[src/design/tccs_pkg.sv]
// Package for the text console cursor/scroll unit.
// Holds geometry defaults, character codes, register indexes, FSM state and
// the command/status structs shared by the controller and the datapath.
package tccs_pkg;

    localparam int TCCS_COLUMNS = 80;
    localparam int TCCS_ROWS    = 25;

    localparam logic [7:0] CODE_NEWLINE   = 8'h0D;
    localparam logic [7:0] CODE_BACKSPACE = 8'h08;

    localparam logic [7:0] RST_TEXT_ATTR   = 8'h0A;
    localparam logic [7:0] RST_CURSOR_GLYPH = 8'd95;
    localparam logic [7:0] RST_CURSOR_ATTR  = 8'hDA;

    localparam logic [1:0] CFG_TEXT_ATTR    = 2'd0;
    localparam logic [1:0] CFG_CURSOR_GLYPH = 2'd1;
    localparam logic [1:0] CFG_CURSOR_ATTR  = 2'd2;

    typedef enum logic [2:0] {
        S_CLEAR,
        S_IDLE,
        S_SCROLL,
        S_DRAW,
        S_READ_DONE
    } t_state;

    typedef struct packed {
        logic clear_step;   // clear one memory entry of the power-up sweep
        logic accept;       // an input item is taken this cycle
        logic scroll_step;  // one step of the bottom-row copy
        logic draw;         // draw the cursor cell and load a put result
        logic load_read;    // load a read result
    } t_cmd;

    typedef struct packed {
        logic clear_last;   // last entry of the power-up sweep
        logic req_read;     // offered item is a read request
        logic scroll_now;   // offered put item moves past the last row
        logic scroll_last;  // bottom-row copy finishes this cycle
        logic out_free;     // output register can take a result
    } t_status;

endpackage

[src/design/tccs_ctrl.sv]
// Controller FSM of the text console unit.
// Depends on tccs_pkg for the state enum and the command/status structs.
module tccs_ctrl (
    input  logic              i_clk,
    input  logic              i_rst_n,
    input  logic              i_in_valid,
    output logic              o_in_ready,
    input  tccs_pkg::t_status i_status,
    output tccs_pkg::t_cmd    o_cmd
);
    import tccs_pkg::*;

    t_state r_state;
    t_state n_state;

    always_ff @(posedge i_clk) begin
        if (!i_rst_n) begin
            r_state <= S_CLEAR;
        end else begin
            r_state <= n_state;
        end
    end

    always_comb begin
        n_state = r_state;
        case (r_state)
            S_CLEAR: begin
                if (i_status.clear_last) n_state = S_IDLE;
            end
            S_IDLE: begin
                if (i_in_valid) begin
                    if (i_status.req_read) begin
                        n_state = S_READ_DONE;
                    end else if (i_status.scroll_now) begin
                        n_state = S_SCROLL;
                    end else begin
                        n_state = S_DRAW;
                    end
                end
            end
            S_SCROLL: begin
                if (i_status.scroll_last) n_state = S_DRAW;
            end
            S_DRAW: begin
                if (i_status.out_free) n_state = S_IDLE;
            end
            S_READ_DONE: begin
                if (i_status.out_free) n_state = S_IDLE;
            end
            default: begin
                n_state = S_CLEAR;
            end
        endcase
    end

    always_comb begin
        o_cmd      = '0;
        o_in_ready = 1'b0;
        case (r_state)
            S_CLEAR: begin
                o_cmd.clear_step = 1'b1;
            end
            S_IDLE: begin
                o_in_ready   = 1'b1;
                o_cmd.accept = i_in_valid;
            end
            S_SCROLL: begin
                o_cmd.scroll_step = 1'b1;
            end
            S_DRAW: begin
                o_cmd.draw = i_status.out_free;
            end
            S_READ_DONE: begin
                o_cmd.load_read = i_status.out_free;
            end
            default: begin
                o_cmd = '0;
            end
        endcase
    end

endmodule

[config.mk]
export PLATFORM = sky130hd
export DESIGN_NAME = tccs_ctrl
export DESIGN_NICKNAME = d
export VERILOG_FILES = /design/src/design/tccs_pkg.sv /design/src/design/tccs_ctrl.sv
export SDC_FILE = /design/constraint.sdc
export NUM_CORES = 1
export LEC_CHECK = 0
export BUFFER_PORTS_ARGS = -buffer_cell sky130_fd_sc_hd__buf_4
export CAP_MARGIN = 10
export CORE_AREA = 2 2 39 41
export CTS_CLUSTER_DIAMETER = 50
export DETAILED_ROUTE_END_ITERATION = 12
export DIE_AREA = 0 0 41 43
export GPL_ROUTABILITY_DRIVEN = 0
export GPL_TIMING_DRIVEN = 0
export HOLD_SLACK_MARGIN = 0.02
export MAX_ROUTING_LAYER = met4
export SLEW_MARGIN = 20
export SYNTH_ARGS = -nofsm -noshare
export SYNTH_HDL_FRONTEND = slang
export SYNTH_SLANG_ARGS = --single-unit
export TNS_END_PERCENT = 20
[constraint.sdc]
create_clock -name i_clk -period 1.4 [get_ports i_clk]
set_input_delay 0.21 -clock i_clk [delete_from_list [all_inputs] [get_ports i_clk]]
set_output_delay 0.21 -clock i_clk [all_outputs]
set_load 0.005 [all_outputs]
======== Word level (Yosys, flattened, before mapping) ========
Cells that the tools add are included.
storage, ports and cells
  logic and storage cells ................. 25
  bits of input ports ..................... 8
  output and inout port bits .............. 6
  register bits after elaboration ......... 3
operators by class
  reduce and logical (&&, ||, !) cells .... 3
  muxes and demuxes ....................... 13
  eq/ne operators ......................... 8
operators with widths
  cell                  count
  $mux W3               5
  $pmux W3 S4           1
  $mux W1               7
  $eq A3 B2 Y1 const B  2
  $ne A2 B2 Y1 const B  3
  $reduce_and A4 Y1     1
  $eq A3 B1 Y1 const B  1
  $eq A3 B3 Y1 const B  1
  $logic_not A3 Y1      1
  $ne A2 B1 Y1 const B  1
  $reduce_or A2 Y1      1

======== Depth between registers and ports, before layout ========
Gate-level depths: netlist of the first run.
  depth in word-level cells ............... 4
  gate-level depth with buffers ........... 4
  gate-level depth less buffers ........... 3

======== Least setup slack after synthesis of the first run ========
Ideal clock, no wire load.
  path kind ............................... register to output
  start point ............................. reg r_state[2]
  end point ............................... out o_cmd[3] (netlist name)
  cell stages (with the launch flop) ...... 5
  data arrival time ....................... 835 ps
  required time ........................... 1190 ps
  slack ................................... 355 ps
  path buffers ............................ 1
  path through ............................ dfxtp_1 -> buf_6 -> nand2b_1 -> nor2_1 -> and2_1
RTL lines
  what                      line             source
  start: declaration        tccs_ctrl.sv:13  t_state r_state;
  start signal: assignment  tccs_ctrl.sv:20  r_state <= n_state;
  end: declaration          tccs_ctrl.sv:9   output tccs_pkg::t_cmd o_cmd

==> results.env, run 1 <==
YOSYSMOSTFREQUENTCELL='sky130_fd_sc_hd__nor2_1'
VDD.IR_DROP.WORST_mV=0.345
CORE_AREA_SQ_UM=1380
LARGEST_REGISTER='r_state'
GRT_ANTENNA_BEFORE_REPAIR=0
COUNT_OF_ROUTING_VIOLATIONS_AFTER_THE_OPENING_DETAILED_ROUTE_ITERATION=4
GRT_MET3_USAGE=0.0628
SYNTH_SEQ_AREA_SHARE=0.264
YOSYS_WARNINGS=0
SETUP-VIOLATIONS-FINAL=0
MULTI_INPUT_AREA_SQ_UM=170
WORST-R2R-SETUP-SLACK_NS=0.36
YOSYSTOPAREACELLSHARE=0.264
GLOBAL_ROUTING_MET1_RESOURCE_UTILIZATION=0.0767
POWER.DENSITY_nW_PER_UM2=884
NUMBER_OF_DESIGN_RULE_VIOLATIONS_LEFT_AFTER_DETAIL_ROUTING=0
START_KIND='register'
ROW_COUNT=14
FLOORPLAN.INITIALDENSITY=0.165
DIE_HEIGHT_UM=43
TIMING.SETUP.CRITICAL_PATH_CLASS='reg2out'
SYNTHESIS.AREA_SQ_UM=228
WORST_SLEW_MARGIN_REL=0.875
FINISH.UTILIZATION=0.283
BIGGESTREGSBYFLOPS='r_state x3'
POSTSYNTH.ASYNCRESETSHARE=0
NFILLCELLS=155
LAYOUT-AREA-OVERHEAD-VS-SYNTH_PCT=72.0
MAX-CLOCK-PATH-BUFFERS=2
OUTCOME='completed'
NET_COUNT_SYNTH=35
PORTBUFFERS=13
CRIT_PATH_END_KIND='output pin'
FP.DIEAREA_SQ_UM=1760
GRT_REMAINING_OVERFLOW=0
DETAILROUTE.VIA_COUNT=254
TIMING.FINAL.MAX_SLEW_VIOLATIONS=0
CLK_PIN_SLEW_NS=0.04
CLKLATENCYLATEPIN_NS=0.23
MAX_CAP_VIOL_COUNT=0
TOTAL_HALF_PERIMETER_WIRELENGTH_AFTER_LEGALIZATION_AND_DETAILED_PLACEMENT_UM=456
WHS_ENDPOINT='r_state[0]$_SDFFE_PN0P_'
FF2FF_PATH_DEPTH=4
POST_SYN_AREA_PER_CELL_SQ_UM=8.43
DRT-WIRELENGTH-PER-CELL_UM=10.2
MET2_TRACK_USAGE_GR=0.122
FINAL_LAYOUT_SIZE_SUFFIX_GT1_FRAC=0.568
POSTSYNTHCELLCOUNT=27
CRITPATHLAUNCH='r_state[2]$_SDFFE_PN0P_'
TIMING.FMAX_GHz=0.747
ANT_NETS=0
FINAL.HOLD.WORST_SLACK_NS=0.234
MIN_DELAY_PATH_DEPTH=2
YS_SEQ_ELEMENTS=3
YOSYS.CELL_TYPES.COUNT=20
WL_UM=609
CP_SLOWEST_STAGE_DELAY_NS=0.30
R2R_END='r_state[0]$_SDFFE_PN0P_'
GLOBAL_ROUTE.PEAK_USAGE_LAYER='met2'
NETS=53
DOMINANT_CELLS_BY_AREA_AFTER_SYNTHESIS='sky130_fd_sc_hd__dfxtp_1 26%, sky130_fd_sc_hd__nor2_1 6.6%, sky130_fd_sc_hd__nand2b_4 6.0%'
CRITICAL-PATH-SLOWEST-CELL='sky130_fd_sc_hd__dfxtp_1'
SEQ_AREA_SQ_UM=62.6
ANTENNA_CELLS_INSERTED=0
DIE_WIDTH_UM=41
YS.FLOP_TYPE='sky130_fd_sc_hd__dfxtp_1'
HOLD_START='i_rst_n'
LARGEST_REGISTER_FFS=3
PATH_MAX_FANOUT=8
CRITICAL_PATH.REG2REG.STARTPOINT='r_state[2]$_SDFFE_PN0P_'
TRITONCTS='built'
SYNTH.TOP_CELLS.BY_COUNT='4 x sky130_fd_sc_hd__nor2_1, 3 x sky130_fd_sc_hd__dfxtp_1, 2 x sky130_fd_sc_hd__nand2_1, 2 x sky130_fd_sc_hd__nand2b_1'
REPORT.FINAL.HOLD_VIOL_COUNT=0
GLOBAL_ROUTE_WIRE_LENGTH_BEFORE_REPAIR_UM=917
FIN_TNS_SETUP_NS=0
FINALCLOCKSKEW_NS=0.000242
AVGVIACOUNTPERCELL=4.23
RSZ0062_AT_GRT='false'
NUM_IO_PINS=14
SYNTH_EDF_COUNT=0
MIN_PATH_TYPE='in2reg'
FIRST_GLOBAL_VIAS=228
LARGEST_NET_DEGREE_AT_THE_START_OF_GLOBAL_ROUTING=9
CTS_ROOT_BUF='sky130_fd_sc_hd__clkbuf_4'
POWER.TOTAL_mW=0.346
FIN_CRIT_NS=1.34
SYNTH_LARGEST_AREA_CELL='sky130_fd_sc_hd__dfxtp_1'
WORST-ENDPOINT-ARRIVAL_NS=1.13
FINAL_MIN_PERIOD_OVER_CLOCK_PERIOD=0.956
CP_CELL_SEQUENCE='buf_6, nand2b_4, nor2_4, and2_4, buf_4'
CTS_HTREE_LEVELS=1
POST_CTS.REPAIR.SETUP_BUFFERS=0
CTS_NUM_SINKS=3
GROUTE.USAGE.OVERALL=0.0893
POWER.LEAKAGE_nW=0.171
CTS-BUFFERS-INSERTED=3
WORSTMARGINPINSLEW_NS=0.187
CRIT_REQUIRED_NS=1.19
DETAILEDROUTE.FIRSTPASSITERATIONCOUNT=3
-- how the worst max path moves through the flow --
stage | slack (ns) | endpoint | depth (start not counted)
5_1_grt | 0.009 | o_cmd[3] | 5
6_report | 0.06 | o_cmd[3] | 5
4_1_cts | 0.001 | o_cmd[0] | 3
3_3_place_gp | 0.27 | o_cmd[3] | 5
3_5_place_dp | 0.24 | o_cmd[3] | 5
2_1_floorplan | 0.35 | o_cmd[3] | 4
-- area by class of cell --
| cell class | count | area share |
|---|---|---|
| Inverter | 1 | 0.00958 |
| Timing Repair Buffer | 13 | 0.249 |
| Clock buffer | 4 | 0.0671 |
| Sequential cell | 3 | 0.160 |
| Buffer | 1 | 0.0288 |
| Tap cell | 16 | 0.0511 |
| Multi-Input combinational cell | 22 | 0.435 |
-- cells in the final DEF, fill, tap and decap left out --
cell	n
sky130_fd_sc_hd__nor3b_2	1
sky130_fd_sc_hd__a2bb2oi_1	1
sky130_fd_sc_hd__o221a_1	1
sky130_fd_sc_hd__inv_1	1
sky130_fd_sc_hd__and2_4	1
sky130_fd_sc_hd__and3_2	1
sky130_fd_sc_hd__nor2_1	3
sky130_fd_sc_hd__or2_0	1
sky130_fd_sc_hd__clkbuf_1	1
sky130_fd_sc_hd__and3_1	1
sky130_fd_sc_hd__a21oi_1	1
sky130_fd_sc_hd__and4bb_1	1
sky130_fd_sc_hd__o22ai_1	1
sky130_fd_sc_hd__clkbuf_4	3
sky130_fd_sc_hd__nand2_1	2
sky130_fd_sc_hd__nor3_1	1
sky130_fd_sc_hd__a31oi_1	1
sky130_fd_sc_hd__dfxtp_2	2
sky130_fd_sc_hd__nor2_4	1
sky130_fd_sc_hd__dfxtp_1	1
sky130_fd_sc_hd__mux2i_1	1
sky130_fd_sc_hd__nand2b_1	1
sky130_fd_sc_hd__nand2b_4	2
sky130_fd_sc_hd__buf_6	1
sky130_fd_sc_hd__buf_4	13
-- routing by layer --
layer  wire length [um]  share of wire
met5                  0              0
met4                 14          0.023
met3                 67           0.11
met2                283           0.46
met1                244           0.40
-- timing repair --
item,4_1_cts,5_1_grt
setup endpoints to repair,1,2
pin swaps,1,1
hold buffers,0,0
resized for setup,3,3
-- stage by stage --
step                      worst slack, ns  cells  cell area (sq um)
after detailed placement            0.244     56                345
after CTS                         0.00126     60                383
final                              0.0611     60                392
after floorplan                     0.355     27                228
after global placement              0.267     56                345
after global routing              0.00924     60                392
-- critical path: cells and delay by family (launching register included) --
family,cells,cell delay (ns)
and+or+nand+nor,3,0.38
DFF,1,0.30
buffers and inverters,2,0.23
-- kinds of logic (layout without fill, tap and decap cells) --
family,Yosys count,count (layout),synth area share
muxes,1,1,0.0440
and+or+nand+nor,16,16,0.462
AOI/OAI and AO/OA,5,5,0.165
DFF,3,3,0.264
buffers and inverters,2,19,0.0659
-- power breakdown --
part / switching (mW) / internal, mW
logic: 0.0318 / 0.0542
registers: 0.0122 / 0.0928
clock network: 0.0483 / 0.107
total: 0.0923 / 0.254
(Power assumes the default switching activity.)
==> run 2: changes to the inputs <==
- clock period: 1.4 -> 1.3 ns (I/O delays scaled with it)
==> results.env, run 2 (synthesized netlist as in run 1, its figures left out) <==
CRITICAL_PATH.REG2REG.STARTPOINT='r_state[2]$_SDFFE_PN0P_'  # unchanged
FINAL_CELL_AREA_SQ_UM=417  # was 392 sq um
TIMING.SETUP.CRITICAL_PATH_CLASS='reg2out'  # unchanged
MIN_PATH_TYPE='in2reg'  # unchanged
ANTENNA_CELLS_INSERTED=0  # unchanged
TRITONCTS='built'  # unchanged
TIMING.FINAL.MAX_SLEW_VIOLATIONS=0  # unchanged
RSZ0062_AT_GRT='true'  # was false
CP_SLOWEST_STAGE_DELAY_NS=0.31  # was 0.30 ns
TOTAL_HALF_PERIMETER_WIRELENGTH_AFTER_LEGALIZATION_AND_DETAILED_PLACEMENT_UM=456  # unchanged
NETS=55  # was 53
POWER.TOTAL_mW=0.373  # was 0.346 mW
NUMBER_OF_DESIGN_RULE_VIOLATIONS_LEFT_AFTER_DETAIL_ROUTING=0  # unchanged
POWER.DENSITY_nW_PER_UM2=896  # was 884 nW/um^2
DIE_HEIGHT_UM=43  # unchanged
FINAL.HOLD.WORST_SLACK_NS=0.220  # was 0.234 ns
WORST-ENDPOINT-ARRIVAL_NS=1.11  # was 1.13 ns
PATH_MAX_FANOUT=7  # was 8
SETUP-VIOLATIONS-FINAL=1  # was 0
CTS_HTREE_LEVELS=1  # unchanged
MOST_FREQUENT_STANDARD_CELL_IN_THE_LAYOUT_EXCLUDING_FILL_AND_TAP_CELLS='sky130_fd_sc_hd__buf_4'  # unchanged
CTS-BUFFERS-INSERTED=3  # unchanged
NFILLCELLS=152  # was 155
LAYOUT-AREA-OVERHEAD-VS-SYNTH_PCT=83.0  # was 72.0%
PORTBUFFERS=13  # unchanged
REPORT.FINAL.HOLD_VIOL_COUNT=0  # unchanged
WORST_SLEW_MARGIN_REL=0.873  # was 0.875
MOST-COMMON-LAYOUT-CELLS='14 x sky130_fd_sc_hd__buf_4, 3 x sky130_fd_sc_hd__nor2_1, 3 x sky130_fd_sc_hd__clkbuf_4'  # was 13 x sky130_fd_sc_hd__buf_4, 3 x sky130_fd_sc_hd__nor2_1, 3 x sky130_fd_sc_hd__clkbuf_4
NUM_IO_PINS=14  # unchanged
FINAL_MIN_PERIOD_OVER_CLOCK_PERIOD=1.00
DETAILEDROUTE.FIRSTPASSITERATIONCOUNT=3  # unchanged
TIMING.FMAX_GHz=0.767
CRITPATHLAUNCH='r_state[2]$_SDFFE_PN0P_'  # unchanged
CLKLATENCYLATEPIN_NS=0.23  # about the same
CRIT_FAMILY='simple AND/OR/NAND/NOR gates'  # unchanged
VDD.IR_DROP.WORST_mV=0.362  # was 0.345 mV
PLACEDINSTANCEAREA_SQ_UM=345  # unchanged
CRITPATHMOSTFREQUENTCELL='sky130_fd_sc_hd__buf_6'
DIE_WIDTH_UM=41  # unchanged
ROW_COUNT=14  # unchanged
CRIT_REQUIRED_NS=1.11  # was 1.19 ns
ANT_NETS=0  # unchanged
CLK_PIN_SLEW_NS=0.04  # about the same
GLOBAL_ROUTE_WIRE_LENGTH_BEFORE_REPAIR_UM=876  # was 917 um
FLOORPLAN.INITIALDENSITY=0.165  # unchanged
LARGEST_REGISTER='r_state'  # unchanged
HOLD_START='i_rst_n'  # unchanged
FINAL_CRITICAL_PATH_SETUP_SLACK_NS=-0.00389  # was 0.0611 ns
BIGGESTREGSBYFLOPS='r_state x3'  # unchanged
FP.DIEAREA_SQ_UM=1760  # unchanged
LARGEST_REGISTER_FFS=3  # unchanged
FINAL_LAYOUT_SIZE_SUFFIX_GT1_FRAC=0.609  # was 0.568
CP_CELL_SEQUENCE='buf_6, nand2b_4, nor2_4, and2_4, buf_6'  # was buf_6, nand2b_4, nor2_4, and2_4, buf_4
COUNT_OF_ROUTING_VIOLATIONS_AFTER_THE_OPENING_DETAILED_ROUTE_ITERATION=2  # was 4
GRT_ANTENNA_BEFORE_REPAIR=0  # unchanged
FIN_CRIT_NS=1.30
DETAILROUTE.VIA_COUNT=262  # was 254
CORE_AREA_SQ_UM=1380  # unchanged
CTS_ROOT_BUF='sky130_fd_sc_hd__clkbuf_4'  # unchanged
CTS_NUM_SINKS=3  # unchanged
CRITICAL-PATH-SLOWEST-CELL='sky130_fd_sc_hd__dfxtp_2'  # was sky130_fd_sc_hd__dfxtp_1
WORSTMARGINPINSLEW_NS=0.191  # was 0.187 ns
GRT_REMAINING_OVERFLOW=0  # unchanged
WL_UM=613  # was 609 um
LARGEST_NET_DEGREE_AT_THE_START_OF_GLOBAL_ROUTING=9  # unchanged
START_KIND='register'  # unchanged
MAX-CLOCK-PATH-BUFFERS=2  # unchanged
CRITICAL_PATH_BUF_INV_COUNT=2  # unchanged
POWER.LEAKAGE_nW=0.184  # was 0.171 nW
GROUTE.USAGE.OVERALL=0.0862  # was 0.0893
OUTCOME='finished, violations left'  # was completed
FIRST_GLOBAL_VIAS=218  # was 228
VIOLATIONS_IN_THE_FINAL_REPORTS='setup timing'
MAX_CAP_VIOL_COUNT=0  # unchanged
FINALCLOCKSKEW_NS=0.000433  # was 0.000242 ns
DRT-WIRELENGTH-PER-CELL_UM=9.89  # was 10.2 um
AVGVIACOUNTPERCELL=4.23  # about the same
CRIT_PATH_END_KIND='output pin'  # unchanged
==> run 2: cell count changes in the layout (fill, tap and decap cells not counted) <==
cell	before	now
sky130_fd_sc_hd__dfxtp_1	1	0
sky130_fd_sc_hd__dfxtp_2	2	1
sky130_fd_sc_hd__buf_4	13	14
sky130_fd_sc_hd__buf_6	1	2
sky130_fd_sc_hd__dfxtp_4	0	2
==> run 2: power breakdown <==
part	switching (mW)	internal, mW
sequential	0.0130	0.0987
clock	0.0496	0.115
combinational	0.0347	0.0622
==> run 2: through the flow <==
step | setup TNS, ns | setup WS (ns) | instances | utilization
after floorplan | 0 | 0.270 | 27 | -
after global routing | -0.0553 | -0.0483 | 62 | 0.301
after detailed placement | 0 | 0.159 | 56 | 0.250
final | -0.00389 | -0.00389 | 62 | 0.301
after CTS | -0.0379 | -0.0379 | 60 | 0.281
after global placement | 0 | 0.182 | 56 | 0.250
==> run 2: timing repair <==
action,CTS,global route
buffers inserted,0,2
resized for setup,5,5
pin swaps,2,2
hold buffers,0,0
endpoints found under the setup margin,2,2
==> run 2: worst paths after layout <==
| path | endpoint | slack, ns | cells after the start |
|---|---|---|---|
| max | o_cmd[3] | -0.004 | 5 |
| max reg2reg | r_state[0]$_SDFFE_PN0P_ | 0.20 | 5 |
| min | r_state[0]$_SDFFE_PN0P_ | 0.22 | 2 |
| min reg2reg | r_state[0]$_SDFFE_PN0P_ | 0.60 | 1 |
==> run 2: metal layers <==
| metal | part of all wire | track usage | up-vias |
|---|---|---|---|
| met3 | 0.093 | 0.0628 | 2 |
| met5 | 0 | - | - |
| li1 | - | - | 136 |
| met4 | 0.031 | 0.0800 | 0 |
| met2 | 0.47 | 0.113 | 13 |
| met1 | 0.41 | 0.0767 | 111 |
==> run 2: layout make-up <==
class	instances	area (sq um)	area share
Buffer	1	11.3	0.0270
Clock buffer	4	26.3	0.0631
Inverter	1	3.75	0.00901
Multi-Input combinational cell	22	170	0.408
Sequential cell	3	68.8	0.165
Tap cell	16	20.0	0.0480
Timing Repair Buffer	15	116	0.279
